$ cat config.mk
export PLATFORM = sky130hd
export DESIGN_NAME = countdown_event_table
export DESIGN_NICKNAME = d
export VERILOG_FILES = /design/src/hw/rtl/ceta_pkg.sv /design/src/hw/rtl/countdown_event_table.sv /design/src/hw/rtl/ceta_seq.sv /design/src/hw/rtl/ceta_dp.sv
export SDC_FILE = /design/constraint.sdc
export NUM_CORES = 1
export LEC_CHECK = 0
export BUFFER_PORTS_ARGS = -buffer_cell sky130_fd_sc_hd__buf_2
export CORE_ASPECT_RATIO = 0.6
export CORE_MARGIN = 4
export CORE_UTILIZATION = 39
export CTS_CLUSTER_DIAMETER = 120
export CTS_CLUSTER_SIZE = 16
export DETAILED_ROUTE_END_ITERATION = 8
export GPL_TIMING_DRIVEN = 0
export PLACE_DENSITY = 0.66
export RECOVER_POWER = 25
export SYNTH_ARGS = -nofsm -noshare
export SYNTH_HDL_FRONTEND = slang
export SYNTH_SLANG_ARGS = --single-unit
$ cat constraint.sdc
create_clock -name clk -period 6.39 [get_ports clk]
set_input_delay 0 -clock clk [delete_from_list [all_inputs] [get_ports clk]]
set_output_delay 0 -clock clk [all_outputs]
set_load 0.03 [all_outputs]
$ cat src/hw/rtl/ceta_pkg.sv
// Shared types, constants and the control store for the countdown event table.
// Used by ceta_seq, ceta_dp and countdown_event_table. No dependencies.
`timescale 1ns / 1ps
`default_nettype none

package ceta_pkg;

	localparam int TABLE_DEPTH = 16;
	localparam int DELAY_BITS  = 16;
	localparam int IDX_W       = $clog2(TABLE_DEPTH);
	localparam int CNT_W       = $clog2(TABLE_DEPTH + 1);

	localparam logic [31:0] DELAY_MAX = 32'((64'd1 << DELAY_BITS) - 64'd1);

	localparam logic [0:0] REG_LOCATION_LIMIT = 1'd0;

	typedef enum logic [2:0] {
		KIND_INSERTED     = 3'd0,
		KIND_BAD_LOCATION = 3'd1,
		KIND_ZERO_DELAY   = 3'd2,
		KIND_FULL         = 3'd3,
		KIND_EXPIRED      = 3'd4,
		KIND_NONE         = 3'd5
	} kind_t;

	typedef logic [3:0] step_t;

	localparam step_t S_DISPATCH = 4'd0;
	localparam step_t S_INSERT   = 4'd1;
	localparam step_t S_TICK     = 4'd2;
	localparam step_t S_DEC      = 4'd3;
	localparam step_t S_TOP      = 4'd4;
	localparam step_t S_EMIT     = 4'd5;
	localparam step_t S_REWIND   = 4'd6;
	localparam step_t S_COMPACT  = 4'd7;
	localparam step_t S_COMMIT   = 4'd8;
	localparam step_t S_NONE     = 4'd9;

	typedef enum logic [2:0] {
		BR_NEXT,
		BR_GOTO,
		BR_DISPATCH,
		BR_IF_EMPTY,
		BR_IF_NOEXP,
		BR_UNTIL_TOP,
		BR_UNTIL_BOTTOM
	} br_t;

	typedef enum logic [2:0] {
		IDX_HOLD,
		IDX_ZERO,
		IDX_TOP,
		IDX_UP,
		IDX_DOWN
	} idx_op_t;

	typedef enum logic [2:0] {
		ACT_IDLE,
		ACT_LOAD,
		ACT_INSERT,
		ACT_DEC,
		ACT_EMIT,
		ACT_COMPACT,
		ACT_COMMIT,
		ACT_NONE_RES
	} act_t;

	typedef struct packed {
		br_t     br;
		step_t   target;
		idx_op_t idx_op;
		act_t    act;
	} ucw_t;

	typedef struct packed {
		logic empty;
		logic at_top;
		logic at_bottom;
		logic no_exp;
	} dp_status_t;

	function automatic ucw_t ucode_rom(input step_t step);
		ucw_t w;
		unique case (step)
			S_DISPATCH: w = '{br: BR_DISPATCH,     target: S_DISPATCH, idx_op: IDX_ZERO,
				act: ACT_LOAD};
			S_INSERT:   w = '{br: BR_GOTO,         target: S_DISPATCH, idx_op: IDX_HOLD,
				act: ACT_INSERT};
			S_TICK:     w = '{br: BR_IF_EMPTY,     target: S_NONE,     idx_op: IDX_ZERO,
				act: ACT_IDLE};
			S_DEC:      w = '{br: BR_UNTIL_TOP,    target: S_DISPATCH, idx_op: IDX_UP,
				act: ACT_DEC};
			S_TOP:      w = '{br: BR_IF_NOEXP,     target: S_NONE,     idx_op: IDX_TOP,
				act: ACT_IDLE};
			S_EMIT:     w = '{br: BR_UNTIL_BOTTOM, target: S_DISPATCH, idx_op: IDX_DOWN,
				act: ACT_EMIT};
			S_REWIND:   w = '{br: BR_NEXT,         target: S_DISPATCH, idx_op: IDX_ZERO,
				act: ACT_IDLE};
			S_COMPACT:  w = '{br: BR_UNTIL_TOP,    target: S_DISPATCH, idx_op: IDX_UP,
				act: ACT_COMPACT};
			S_COMMIT:   w = '{br: BR_GOTO,         target: S_DISPATCH, idx_op: IDX_HOLD,
				act: ACT_COMMIT};
			S_NONE:     w = '{br: BR_GOTO,         target: S_DISPATCH, idx_op: IDX_HOLD,
				act: ACT_NONE_RES};
			default:    w = '{br: BR_GOTO,         target: S_DISPATCH, idx_op: IDX_HOLD,
				act: ACT_IDLE};
		endcase
		return w;
	endfunction

endpackage

`default_nettype wire

$ cat src/hw/rtl/countdown_event_table.sv
// Flow: an insert is checked and its result word registered in the insert step; a tick
// on an empty table goes to the none word; a tick over entries runs a decrement scan first,
// then gives the none word if nothing expired, else emits expiries newest first and compacts.
// One item at a time: busy stays high until the sequencer is back at dispatch.
// Reset: arst_n clears the table (empty) and sets location_limit to 65535.
// Results cannot be stalled by the receiver.
`timescale 1ns / 1ps
`default_nettype none

module countdown_event_table (
	input  wire logic        clk,
	input  wire logic        arst_n,
	input  wire logic        start,
	output logic             busy,
	input  wire logic        cmd,
	input  wire logic [15:0] location,
	input  wire logic [15:0] delay,
	input  wire logic [7:0]  command_handle,
	output logic             result_valid,
	output logic [2:0]       kind,
	output logic [15:0]      out_location,
	output logic [7:0]       out_handle,
	output logic             last,
	input  wire logic        psel,
	input  wire logic        penable,
	input  wire logic        pwrite,
	input  wire logic [2:0]  paddr,
	input  wire logic [31:0] pwdata,
	output logic [31:0]      prdata,
	output logic             pready
);

	logic [15:0]          limit_q;
	ceta_pkg::ucw_t       ctrl;
	ceta_pkg::dp_status_t status;

	assign pready = 1'b1;
	assign prdata = {16'd0, limit_q};

	always_ff @(posedge clk or negedge arst_n) begin
		if (!arst_n) begin
			limit_q <= 16'hFFFF;
		end else if (psel && penable && pwrite && pready &&
			paddr[2:2] == ceta_pkg::REG_LOCATION_LIMIT) begin
			limit_q <= pwdata[15:0];
		end
	end

	ceta_seq u_seq (
		.clk    (clk),
		.arst_n (arst_n),
		.start  (start),
		.cmd    (cmd),
		.status (status),
		.ctrl   (ctrl),
		.busy   (busy)
	);

	ceta_dp u_dp (
		.clk            (clk),
		.arst_n         (arst_n),
		.ctrl           (ctrl),
		.start          (start),
		.location       (location),
		.delay          (delay),
		.command_handle (command_handle),
		.location_limit (limit_q),
		.status         (status),
		.result_valid   (result_valid),
		.kind           (kind),
		.out_location   (out_location),
		.out_handle     (out_handle),
		.last           (last)
	);

endmodule

`default_nettype wire

$ cat src/hw/rtl/ceta_seq.sv
// Microcode sequencer: step counter, control store lookup and branch logic.
// Depends on ceta_pkg.
`timescale 1ns / 1ps
`default_nettype none

module ceta_seq (
	input  wire logic                  clk,
	input  wire logic                  arst_n,
	input  wire logic                  start,
	input  wire logic                  cmd,
	input  wire ceta_pkg::dp_status_t  status,
	output ceta_pkg::ucw_t             ctrl,
	output logic                       busy
);

	ceta_pkg::step_t step_q;
	ceta_pkg::step_t step_d;
	ceta_pkg::step_t step_inc;

	assign ctrl     = ceta_pkg::ucode_rom(step_q);
	assign step_inc = step_q + 4'd1;
	assign busy     = (step_q != ceta_pkg::S_DISPATCH);

	always_comb begin
		unique case (ctrl.br)
			ceta_pkg::BR_NEXT:         step_d = step_inc;
			ceta_pkg::BR_GOTO:         step_d = ctrl.target;
			ceta_pkg::BR_DISPATCH: begin
				if (!start) step_d = step_q;
				else if (cmd) step_d = ceta_pkg::S_INSERT;
				else step_d = ceta_pkg::S_TICK;
			end
			ceta_pkg::BR_IF_EMPTY:     step_d = status.empty ? ctrl.target : step_inc;
			ceta_pkg::BR_IF_NOEXP:     step_d = status.no_exp ? ctrl.target : step_inc;
			ceta_pkg::BR_UNTIL_TOP:    step_d = status.at_top ? step_inc : step_q;
			ceta_pkg::BR_UNTIL_BOTTOM: step_d = status.at_bottom ? step_inc : step_q;
			default:                   step_d = ceta_pkg::S_DISPATCH;
		endcase
	end

	always_ff @(posedge clk or negedge arst_n) begin
		if (!arst_n) begin
			step_q <= ceta_pkg::S_DISPATCH;
		end else begin
			step_q <= step_d;
		end
	end

endmodule

`default_nettype wire

$ cat src/hw/rtl/ceta_dp.sv
// Datapath: entry table, scan index, expiry and keep counters, result register.
// Driven by control words from ceta_seq. Depends on ceta_pkg.
`timescale 1ns / 1ps
`default_nettype none

module ceta_dp (
	input  wire logic                        clk,
	input  wire logic                        arst_n,
	input  wire ceta_pkg::ucw_t              ctrl,
	input  wire logic                        start,
	input  wire logic [15:0]                 location,
	input  wire logic [15:0]                 delay,
	input  wire logic [7:0]                  command_handle,
	input  wire logic [15:0]                 location_limit,
	output ceta_pkg::dp_status_t             status,
	output logic                             result_valid,
	output logic [2:0]                       kind,
	output logic [15:0]                      out_location,
	output logic [7:0]                       out_handle,
	output logic                             last
);

	localparam int IW = ceta_pkg::IDX_W;
	localparam int CW = ceta_pkg::CNT_W;
	localparam int DW = ceta_pkg::DELAY_BITS;

	logic [DW-1:0] rem_q [ceta_pkg::TABLE_DEPTH];
	logic [15:0]   loc_q [ceta_pkg::TABLE_DEPTH];
	logic [7:0]    hdl_q [ceta_pkg::TABLE_DEPTH];

	logic [CW-1:0] count_q;
	logic [CW-1:0] keep_q;
	logic [CW-1:0] nexp_q;
	logic [IW-1:0] idx_q;

	logic [15:0]   in_loc_q;
	logic [15:0]   in_dly_q;
	logic [7:0]    in_hdl_q;

	logic          res_valid_q;
	ceta_pkg::kind_t res_kind_q;
	logic [15:0]   res_loc_q;
	logic [7:0]    res_hdl_q;
	logic          res_last_q;

	logic [DW-1:0] rd_rem;
	logic [DW-1:0] dec_rem;
	logic [CW-1:0] count_m1;
	logic [31:0]   dly_wide;
	logic [31:0]   dly_sat;
	ceta_pkg::kind_t ins_kind;

	assign rd_rem   = rem_q[idx_q];
	assign dec_rem  = rd_rem - DW'(1);
	assign count_m1 = count_q - CW'(1);
	assign dly_wide = 32'(in_dly_q);
	assign dly_sat  = (dly_wide > ceta_pkg::DELAY_MAX) ? ceta_pkg::DELAY_MAX : dly_wide;

	always_comb begin
		if (in_loc_q >= location_limit) ins_kind = ceta_pkg::KIND_BAD_LOCATION;
		else if (in_dly_q == 16'd0) ins_kind = ceta_pkg::KIND_ZERO_DELAY;
		else if (count_q == CW'(ceta_pkg::TABLE_DEPTH)) ins_kind = ceta_pkg::KIND_FULL;
		else ins_kind = ceta_pkg::KIND_INSERTED;
	end

	assign status.empty     = (count_q == '0);
	assign status.at_top    = (CW'(idx_q) == count_m1);
	assign status.at_bottom = (idx_q == '0);
	assign status.no_exp    = (nexp_q == '0);

	// control registers and scan state
	always_ff @(posedge clk or negedge arst_n) begin
		if (!arst_n) begin
			count_q     <= '0;
			keep_q      <= '0;
			nexp_q      <= '0;
			idx_q       <= '0;
			res_valid_q <= 1'b0;
		end else begin
			res_valid_q <= 1'b0;

			unique case (ctrl.idx_op)
				ceta_pkg::IDX_HOLD: idx_q <= idx_q;
				ceta_pkg::IDX_ZERO: idx_q <= '0;
				ceta_pkg::IDX_TOP:  idx_q <= count_m1[IW-1:0];
				ceta_pkg::IDX_UP:   idx_q <= idx_q + IW'(1);
				ceta_pkg::IDX_DOWN: idx_q <= idx_q - IW'(1);
				default:            idx_q <= idx_q;
			endcase

			unique case (ctrl.act)
				ceta_pkg::ACT_LOAD: begin
					if (start) begin
						keep_q <= '0;
						nexp_q <= '0;
					end
				end
				ceta_pkg::ACT_INSERT: begin
					res_valid_q <= 1'b1;
					if (ins_kind == ceta_pkg::KIND_INSERTED) count_q <= count_q + CW'(1);
				end
				ceta_pkg::ACT_DEC: begin
					if (dec_rem == '0) nexp_q <= nexp_q + CW'(1);
				end
				ceta_pkg::ACT_EMIT: begin
					if (rd_rem == '0) begin
						res_valid_q <= 1'b1;
						nexp_q      <= nexp_q - CW'(1);
					end
				end
				ceta_pkg::ACT_COMPACT: begin
					if (rd_rem != '0) keep_q <= keep_q + CW'(1);
				end
				ceta_pkg::ACT_COMMIT:   count_q <= keep_q;
				ceta_pkg::ACT_NONE_RES: res_valid_q <= 1'b1;
				default: ;
			endcase
		end
	end

	// payload: item capture, table writes, result word
	always_ff @(posedge clk) begin
		unique case (ctrl.act)
			ceta_pkg::ACT_LOAD: begin
				if (start) begin
					in_loc_q <= location;
					in_dly_q <= delay;
					in_hdl_q <= command_handle;
				end
			end
			ceta_pkg::ACT_INSERT: begin
				if (ins_kind == ceta_pkg::KIND_INSERTED) begin
					rem_q[count_q[IW-1:0]] <= dly_sat[DW-1:0];
					loc_q[count_q[IW-1:0]] <= in_loc_q;
					hdl_q[count_q[IW-1:0]] <= in_hdl_q;
				end
				res_kind_q <= ins_kind;
				res_loc_q  <= '0;
				res_hdl_q  <= '0;
				res_last_q <= 1'b1;
			end
			ceta_pkg::ACT_DEC: rem_q[idx_q] <= dec_rem;
			ceta_pkg::ACT_EMIT: begin
				res_kind_q <= ceta_pkg::KIND_EXPIRED;
				res_loc_q  <= loc_q[idx_q];
				res_hdl_q  <= hdl_q[idx_q];
				res_last_q <= (nexp_q == CW'(1));
			end
			ceta_pkg::ACT_COMPACT: begin
				if (rd_rem != '0) begin
					rem_q[keep_q[IW-1:0]] <= rd_rem;
					loc_q[keep_q[IW-1:0]] <= loc_q[idx_q];
					hdl_q[keep_q[IW-1:0]] <= hdl_q[idx_q];
				end
			end
			ceta_pkg::ACT_NONE_RES: begin
				res_kind_q <= ceta_pkg::KIND_NONE;
				res_loc_q  <= '0;
				res_hdl_q  <= '0;
				res_last_q <= 1'b1;
			end
			default: ;
		endcase
	end

	assign result_valid = res_valid_q;
	assign kind         = res_kind_q;
	assign out_location = res_loc_q;
	assign out_handle   = res_hdl_q;
	assign last         = res_last_q;

`ifndef SYNTH
	a_count_bound: assert property (@(posedge clk) disable iff (!arst_n)
		count_q <= CW'(ceta_pkg::TABLE_DEPTH))
		else $error("entry count above table depth");

	a_nexp_no_underflow: assert property (@(posedge clk) disable iff (!arst_n)
		(ctrl.act == ceta_pkg::ACT_EMIT && rd_rem == '0) |-> nexp_q != '0)
		else $error("more expiries emitted than counted");

	a_keep_bound: assert property (@(posedge clk) disable iff (!arst_n)
		ctrl.act == ceta_pkg::ACT_COMMIT |-> keep_q < count_q)
		else $error("compaction kept more entries than it scanned");

	a_last_ends_word: assert property (@(posedge clk) disable iff (!arst_n)
		(res_valid_q && res_last_q) |=> !res_valid_q)
		else $error("result word directly after a last word");
`endif

endmodule

`default_nettype wire

==> results of run 1 <==
## flip-flops by register name, indices dropped and copies added, names as in the netlist
register           cells
u_dp.kind              3
u_dp.rem_q           256
u_dp.idx_q             4
u_dp.result_valid      1
u_dp.in_hdl_q          8
u_dp.last              1
u_dp.in_loc_q         16
u_dp.in_dly_q         16
u_dp.keep_q            5
u_dp.hdl_q           128
u_dp.nexp_q            5
u_dp.loc_q           256
u_dp.count_q           5
u_dp.out_location     16
u_seq.step_q           4
u_dp.out_handle        8
limit_q               16
## worst max-delay path by stage
stage               slack, ps  cells after the start                      endpoint
finish                    200                     14   u_dp.loc_q[1][10]$_DFFE_PP_
CTS                       -10                     13  u_dp.rem_q[13][14]$_DFFE_PP_
global route              120                     14   u_dp.loc_q[1][10]$_DFFE_PP_
global placement        -1240                     12    u_dp.loc_q[4][8]$_DFFE_PP_
detailed placement       -150                     13  u_dp.rem_q[12][10]$_DFFE_PP_
floorplan                1730                     12    u_dp.hdl_q[4][0]$_DFFE_PP_
## metrics by stage
| stage | hold slack [ps] | power (mW) |
|---|---|---|
| after detailed placement | 178 | 12.6 |
| final | 62.0 | 15.8 |
| after floorplan | -296 | 10.5 |
| after global routing | 65.5 | 16.5 |
| after global placement | 178 | 12.3 |
| after CTS | 49.0 | 15.8 |
## power breakdown
part / internal, mW / total, mW / switching, mW
clock network: 1.57 / 3.18 / 1.61
logic: 1.78 / 5.86 / 4.09
registers: 6.54 / 6.78 / 0.237
## synthesized netlist by cell type, drive strengths merged, types with 9 or more instances
library cell	number
edfxtp	708
a22o	9
buf	50
clkbuf	67
mux4	102
mux2	19
a221oi	59
inv	34
a22oi	41
and2	29
nand2	145
nor3	16
mux2i	122
ha	33
o21ai	71
dfrtp	24
nand4	14
a31oi	10
dfstp	16
nor4	9
nand3	20
nor2	118
a21oi	40
## worst reg2reg max path, stage by stage (launching register included)
cell       delay (ps)
dfrtp_1           610
buf_6             230
buf_2             330
buf_2             380
clkbuf_2          420
mux4_2            420
a22oi_1           310
o2111ai_1         530
nor4_4            610
a21o_1            200
buf_2             210
buf_2             320
a21oi_1           280
nor2_1            710
buf_12            290
## cell families (layout without fill, tap and decap cells)
kind of cell | after synthesis | after routing | share of synthesized area
compound gates | 306 | 306 | 0.0693
xor+xnor | 16 | 16 | 0.00446
fa+ha+maj | 34 | 34 | 0.0138
buf+inv | 152 | 428 | 0.0243
flops | 748 | 748 | 0.709
mux | 243 | 243 | 0.120
other cells | 2 | 17 | 0.000239
simple gates | 395 | 395 | 0.0590
## placed cells by master, fill, tap and decap left out, types with 9 or more instances in the layout
cell / Yosys / layout
mux2i_1: 122 / 122
a221oi_1: 58 / 57
nor3_1: 16 / 16
dlygate4sd3_1: 0 / 59
nor2_1: 117 / 99
clkbuf_1: 61 / 141
a31oi_1: 10 / 10
buf_2: 13 / 67
a21oi_1: 40 / 39
dfrtp_1: 24 / 24
nand3_1: 19 / 19
mux4_2: 94 / 94
mux2_2: 18 / 18
buf_16: 0 / 11
buf_12: 1 / 12
and2_1: 28 / 9
nand4_1: 14 / 14
o21ai_0: 71 / 66
conb_1: 2 / 17
inv_1: 34 / 34
nand2_1: 145 / 145
a22oi_1: 41 / 40
edfxtp_1: 708 / 708
ha_1: 33 / 33
nor2_4: 0 / 14
dfstp_2: 16 / 9
and2_0: 0 / 19
clkbuf_16: 0 / 53
buf_4: 20 / 20
## routing by layer
| layer | vias to the layer above | part of all wire | routed length (um) |
|---|---|---|---|
| li1 | 8032 | - | - |
| met1 | 9684 | 0.44 | 38300 |
| met2 | 1170 | 0.41 | 35300 |
| met3 | 112 | 0.13 | 11300 |
| met4 | 0 | 0.016 | 1370 |
| met5 | - | 0 | 0 |
## layout make-up
type / count / share of cell area
timing repair buffer: 199 / 0.0470
clock inverter: 3 / 0.00194
clock buffer: 74 / 0.0388
multi-input combinational: 1011 / 0.238
tap: 1066 / 0.0369
sequential: 748 / 0.616
inverter: 35 / 0.00363
buffer: 117 / 0.0176
## repair_timing
| item | 4_1_cts | 5_1_grt |
|---|---|---|
| endpoints found under the hold margin | 84 | 0 |
| setup endpoints to repair | 77 | 294 |
| setup buffers | 0 | 1 |
| resized for setup | 4 | 14 |
| hold buffers | 59 | 0 |
==> metrics.cfg, run 1 <==
[setup_path]
crit_fanout = 19
cp-start-kind = flop
crit_start = u_dp.idx_q[1]$_DFFE_PN0P_
reg2reg_to = u_dp.loc_q[1][10]$_DFFE_PP_
crit_path_frequent_cell = buf_2
path_buf_inv = 7
path_cells = buf_6 -> buf_2 -> buf_2 -> clkbuf_2 -> mux4_2 -> a22oi_1 -> o2111ai_1 -> nor4_4 -> a21o_1 -> buf_2 -> buf_2 -> a21oi_1 -> nor2_1 -> buf_12
ff2ff_path_depth = 14
reg2reg_from = u_dp.idx_q[1]$_DFFE_PN0P_
end_kind = flop
cp_top_family = buffers and inverters
critPathRequiredTime_ps = 6700
slowest_stage = nor2_1
r2r_slack_ps = 200
cp_slowest_stage_delay_ps = 710
critPathArrivalTime_ps = 6500
critPathKind = reg2reg

[hold_path]
hp-start = paddr[2]
hp-class = in2reg
holdPathEnd = limit_q[15]$_DFFE_PN1P_
worstHoldPathCells = 3

[placement]
gp_congestion = 0.869
placedCellCount = 3116
dp_hpwl_um = 59200
port-buffer-count = 109
place_area_mm2 = 0.0342
pre_cts_slack_ps = -148

[floorplanning]
dieHeight_um = 228
die_w_um = 374
io_pins = 145
start_util = 0.394
core_region_area_mm2 = 0.0797
rows = 80
dieArea_mm2 = 0.0853

[grt]
gr-usage-met2 = 0.266
grt.overflow.total = 0
grt_use_met3 = 0.0585
grt_busiest_layer = met1
antenna_found_initial = 0
grt_usage = 0.196
grt_pass1_wl_um = 124000
grt_pass1_vias = 18000
grt_max_degree = 41
grtUsageMet1 = 0.311

[yosys]
ys_top_cells_by_area = edfxtp_1 (68%), mux4_2 (6.7%), mux2i_1 (3.9%)
yosysTopAreaCellShare = 0.677
synth-seq-cells = 748
async_flop_share = 0.0535
synth_ff_type = edfxtp_1
syn_avg_cell_area_um2 = 16.6
postSynthCellCount = 1896
synth-edff-count = 708
syn-cell-area_mm2 = 0.0314
synth_area_leader_cell = edfxtp_1
yosysSeqAreaShare = 0.709
synth_cell_type_count = 90
ys_warn_count = 0

[clocking]
clock_sinks = 748
cts_htree_levels = 2
cts_buffers = 52
cts_tree = done
cts-root-buf = clkbuf_16
path_clk_slew_ps = 80
clk_path_buf_depth = 3
insertion_delay_ps = 640

[timing]
rsz0062_at_grt = false
hold_violations = 0
setup_ws_ps = 202
period_needed_ps = 6190
worstMarginPinSlew_ps = 2560
relSlewSlack = -0.704
totalNegativeSetupSlack_ps = 0
min_period_over_period = 0.968
worst_clock_skew_ps = 35.7
slew_violations = 74
setup_viol = 0
fmax_mhz = 162

[routing]
ant_nets = 0
avgRoutedWirePerCell_um = 26.5
via_per_inst = 5.84
via_count = 19000
drt-initial-drc-count = 2548
dr.pass1.iters = 5
finalWirelength_um = 86300
drc = 0

[finish]
seqCellArea_mm2 = 0.0223
layout.cells.non_filler = 3253
num-fill-cells = 6829
layout-drive-gt1-share = 0.163
fin_area_mm2 = 0.0362
area_growth_pct = 15.1
fin_util = 0.454
multi_input_area_mm2 = 0.00861
fin_nets = 2280
diodes = 0

[outcome]
outcome = complete, but fails checks
violations = max-capacitance violations, max-slew violations

[pwr]
p_per_area_mw_per_mm2 = 437
power_leakage_nw = 11.6
ir_worst_vdd_v = 0.000216

[flow_run]
max_cap_viol_count = 4

(Power assumes the default switching activity.)
==> run 2: changes to the inputs <==
- PLACE_DENSITY: 0.66 -> 0.68
- clock period: 6.39 -> 5.1 ns (I/O delays scaled with it)
==> run 2 against run 1 <==
  * The run ends with max-capacitance violations, max-slew violations, negative setup slack left
  * Global-route usage grew 0.39 points
  * Critical path depth stayed put
  * Clock-buffer cell count increased by 6
  * Sequential cell count unchanged
  * Worst setup slack got worse by 250 ps
  * Core utilization up 0.96 points
  * Sequential power grew 25%
  * Clock skew shrank 5.2 ps
  * Critical path type unchanged
  * Largest cell class unchanged
==> metrics.cfg, run 2 (same netlist as run 1, synthesis figures left out) <==
[placement]
gp_congestion = 0.876  ; was 0.869
dp_hpwl_um = 59300  ; was 59200 um
port-buffer-count = 109  ; unchanged

[setup_path]
end_kind = flop  ; unchanged
critPathArrivalTime_ps = 5530  ; was 6500 ps
ff2ff_path_depth = 14  ; unchanged
critPathKind = reg2reg  ; unchanged
reg2reg_to = u_dp.rem_q[10][11]$_DFFE_PP_  ; was u_dp.loc_q[1][10]$_DFFE_PP_
crit_fanout = 10  ; was 19
cp-start-kind = flop  ; unchanged
reg2reg_from = u_dp.idx_q[1]$_DFFE_PN0P_  ; unchanged
critPathRequiredTime_ps = 5490  ; was 6700 ps
r2r_slack_ps = -40  ; was 200 ps

[floorplanning]
rows = 80  ; unchanged
core_region_area_mm2 = 0.0797  ; unchanged
start_util = 0.394  ; unchanged
die_w_um = 374  ; unchanged
dieArea_mm2 = 0.0853  ; unchanged
io_pins = 145  ; unchanged
dieHeight_um = 228  ; unchanged

[routing]
ant_nets = 0  ; unchanged
avgRoutedWirePerCell_um = 26.8  ; was 26.5 um
via_count = 19500  ; was 19000
finalWirelength_um = 87900  ; was 86300 um
via_per_inst = 5.93  ; was 5.84
drt-initial-drc-count = 2922  ; was 2548
dr.pass1.iters = 6  ; was 5
drc = 0  ; unchanged

[flow_run]
max_cap_viol_count = 2  ; was 4

[hold_path]
hp-start = paddr[2]  ; unchanged
holdPathEnd = limit_q[3]$_DFFE_PN1P_  ; was limit_q[15]$_DFFE_PN1P_
worstHoldPathCells = 3  ; unchanged
hp-class = in2reg  ; unchanged

[grt]
grt_max_degree = 41  ; unchanged
grt_pass1_wl_um = 127000  ; was 124000 um
grt.overflow.total = 0  ; unchanged
grt_usage = 0.200  ; was 0.196
antenna_found_initial = 1  ; was 0
grt_pass1_vias = 18700  ; was 18000

[clocking]
clock_sinks = 748  ; unchanged
clk_path_buf_depth = 3  ; unchanged
insertion_delay_ps = 650  ; was 640 ps
cts_tree = done  ; unchanged
cts_buffers = 52  ; unchanged
cts-root-buf = clkbuf_16  ; unchanged
cts_htree_levels = 2  ; unchanged
path_clk_slew_ps = 90  ; was 80 ps

[finish]
layout_commonest_cell = edfxtp_1  ; unchanged
fin_nets = 2303  ; was 2280
fin_util = 0.464  ; was 0.454
final_cell_mix = edfxtp_1 (708), clkbuf_1 (139), nand2_1 (126)  ; was edfxtp_1 (708), nand2_1 (145), clkbuf_1 (141)
num-fill-cells = 6734  ; was 6829
layout-drive-gt1-share = 0.201  ; was 0.163
multi_input_area_mm2 = 0.00909  ; was 0.00861 mm2
area_growth_pct = 17.5  ; was 15.1%
seqCellArea_mm2 = 0.0223  ; about the same

[timing]
rsz0062_at_grt = true  ; was false
hold_violations = 0  ; unchanged
min_period_over_period = 1.01  ; was 0.968
worst_clock_skew_ps = 30.5  ; was 35.7 ps
slew_violations = 65  ; was 74
relSlewSlack = -0.730  ; was -0.704
hold_ws_ps = 26.0  ; was 62.0 ps
setup_ws_ps = -43.4  ; was 202 ps
fmax_mhz = 194  ; was 162 MHz
period_needed_ps = 5140  ; was 6190 ps
setup_viol = 22  ; was 0
worstMarginPinSlew_ps = 2600  ; was 2560 ps

[outcome]
outcome = complete, but fails checks  ; unchanged
violations = max-capacitance violations, max-slew violations, negative setup slack  ; was max-capacitance violations, max-slew violations

[pwr]
ir_worst_vdd_v = 0.000290  ; was 0.000216 V
p_per_area_mw_per_mm2 = 549  ; was 437 mW/mm2
power_leakage_nw = 11.8  ; was 11.6 nW

==> run 2: changes by cell type in the layout (fill, tap and decap cells not counted), sizes merged <==
cell           change
clkinv             +2
buf               +22
clkbuf             +3
clkdlybuf4s15      -1
diode              +1
inv                -1
nor2               +5
==> run 2: critical path: stages (launching register included) <==
cell      delay [ps]
dfrtp_2          490
buf_6            200
buf_2            330
clkbuf_4         320
mux4_2           350
a22o_1           270
a221oi_4         470
o211ai_1         240
nor4_4           380
a21o_1           160
buf_2            190
nor2_1           120
a32oi_1          720
nor2_2           340
buf_16           260
==> run 2: repair_timing <==
item,in CTS,in global routing
pin swaps,13,6
hold buffers,59,0
endpoints found under the hold margin,84,0
buffers inserted,18,4
resized for setup,61,43
setup endpoints to repair,1280,1058
cloned,3,2
==> run 2: layer usage <==
layer  part of all wire  up-vias  wire, um  track usage
met5                  0        -         0            0
met4              0.019        0      1710       0.0383
met3               0.13      132     11400       0.0595
met2               0.41     1253     36000        0.274
met1               0.44     9980     38800        0.314
li1                   -     8093         -            -
==> run 2: cell type report <==
class,instances,area share
Antenna cell,1,0.0000678
Buffer,117,0.0175
Clock buffer,80,0.0381
Clock inverter,4,0.00261
Inverter,35,0.00356
Multi-Input combinational cell,1016,0.246
Sequential cell,748,0.603
Tap cell,1066,0.0361
Timing Repair Buffer,217,0.0525
==> run 2: how the worst max path moves through the flow <==
stage                     slack, ps  cells after the start                      start                      endpoint
after floorplan                 440                     12  u_dp.idx_q[1]$_DFFE_PN0P_    u_dp.hdl_q[4][0]$_DFFE_PP_
after global placement        -2330                     12  u_dp.idx_q[1]$_DFFE_PN0P_    u_dp.loc_q[7][5]$_DFFE_PP_
after detailed placement      -1290                     13  u_dp.idx_q[1]$_DFFE_PN0P_    u_dp.rem_q[1][0]$_DFFE_PP_
after CTS                       -10                     14  u_dp.idx_q[1]$_DFFE_PN0P_   u_dp.rem_q[7][13]$_DFFE_PP_
after global routing           -200                     16  u_dp.idx_q[0]$_DFFE_PN0P_   u_dp.rem_q[10][7]$_DFFE_PP_
final                           -40                     14  u_dp.idx_q[1]$_DFFE_PN0P_  u_dp.rem_q[10][11]$_DFFE_PP_
==> run 2: report_power, final <==
group          switching [mW]  internal, mW  leakage (nW)
sequential              0.319          8.18          6.87
combinational            5.36          2.41          4.26
clock                    2.05          1.96         0.716
total                    7.73          12.5          11.8
==> run 2: per-stage QoR <==
| step | instance area [um2] | power [mW] | worst slack [ps] | cells | TNS (ps) |
|---|---|---|---|---|---|
| final | 36900 | 20.3 | -43.4 | 3284 | -512 |
| after global routing | 36900 | 21.1 | -198 | 3283 | -14080 |
| after CTS | 36800 | 20.0 | -11.1 | 3277 | -111 |
| after detailed placement | 34100 | 15.8 | -1290 | 3113 | -952420 |
| after global placement | 33400 | 15.4 | -2330 | 3086 | -1597260 |
| after floorplan | 31500 | 13.1 | 439 | 1911 | 0 |
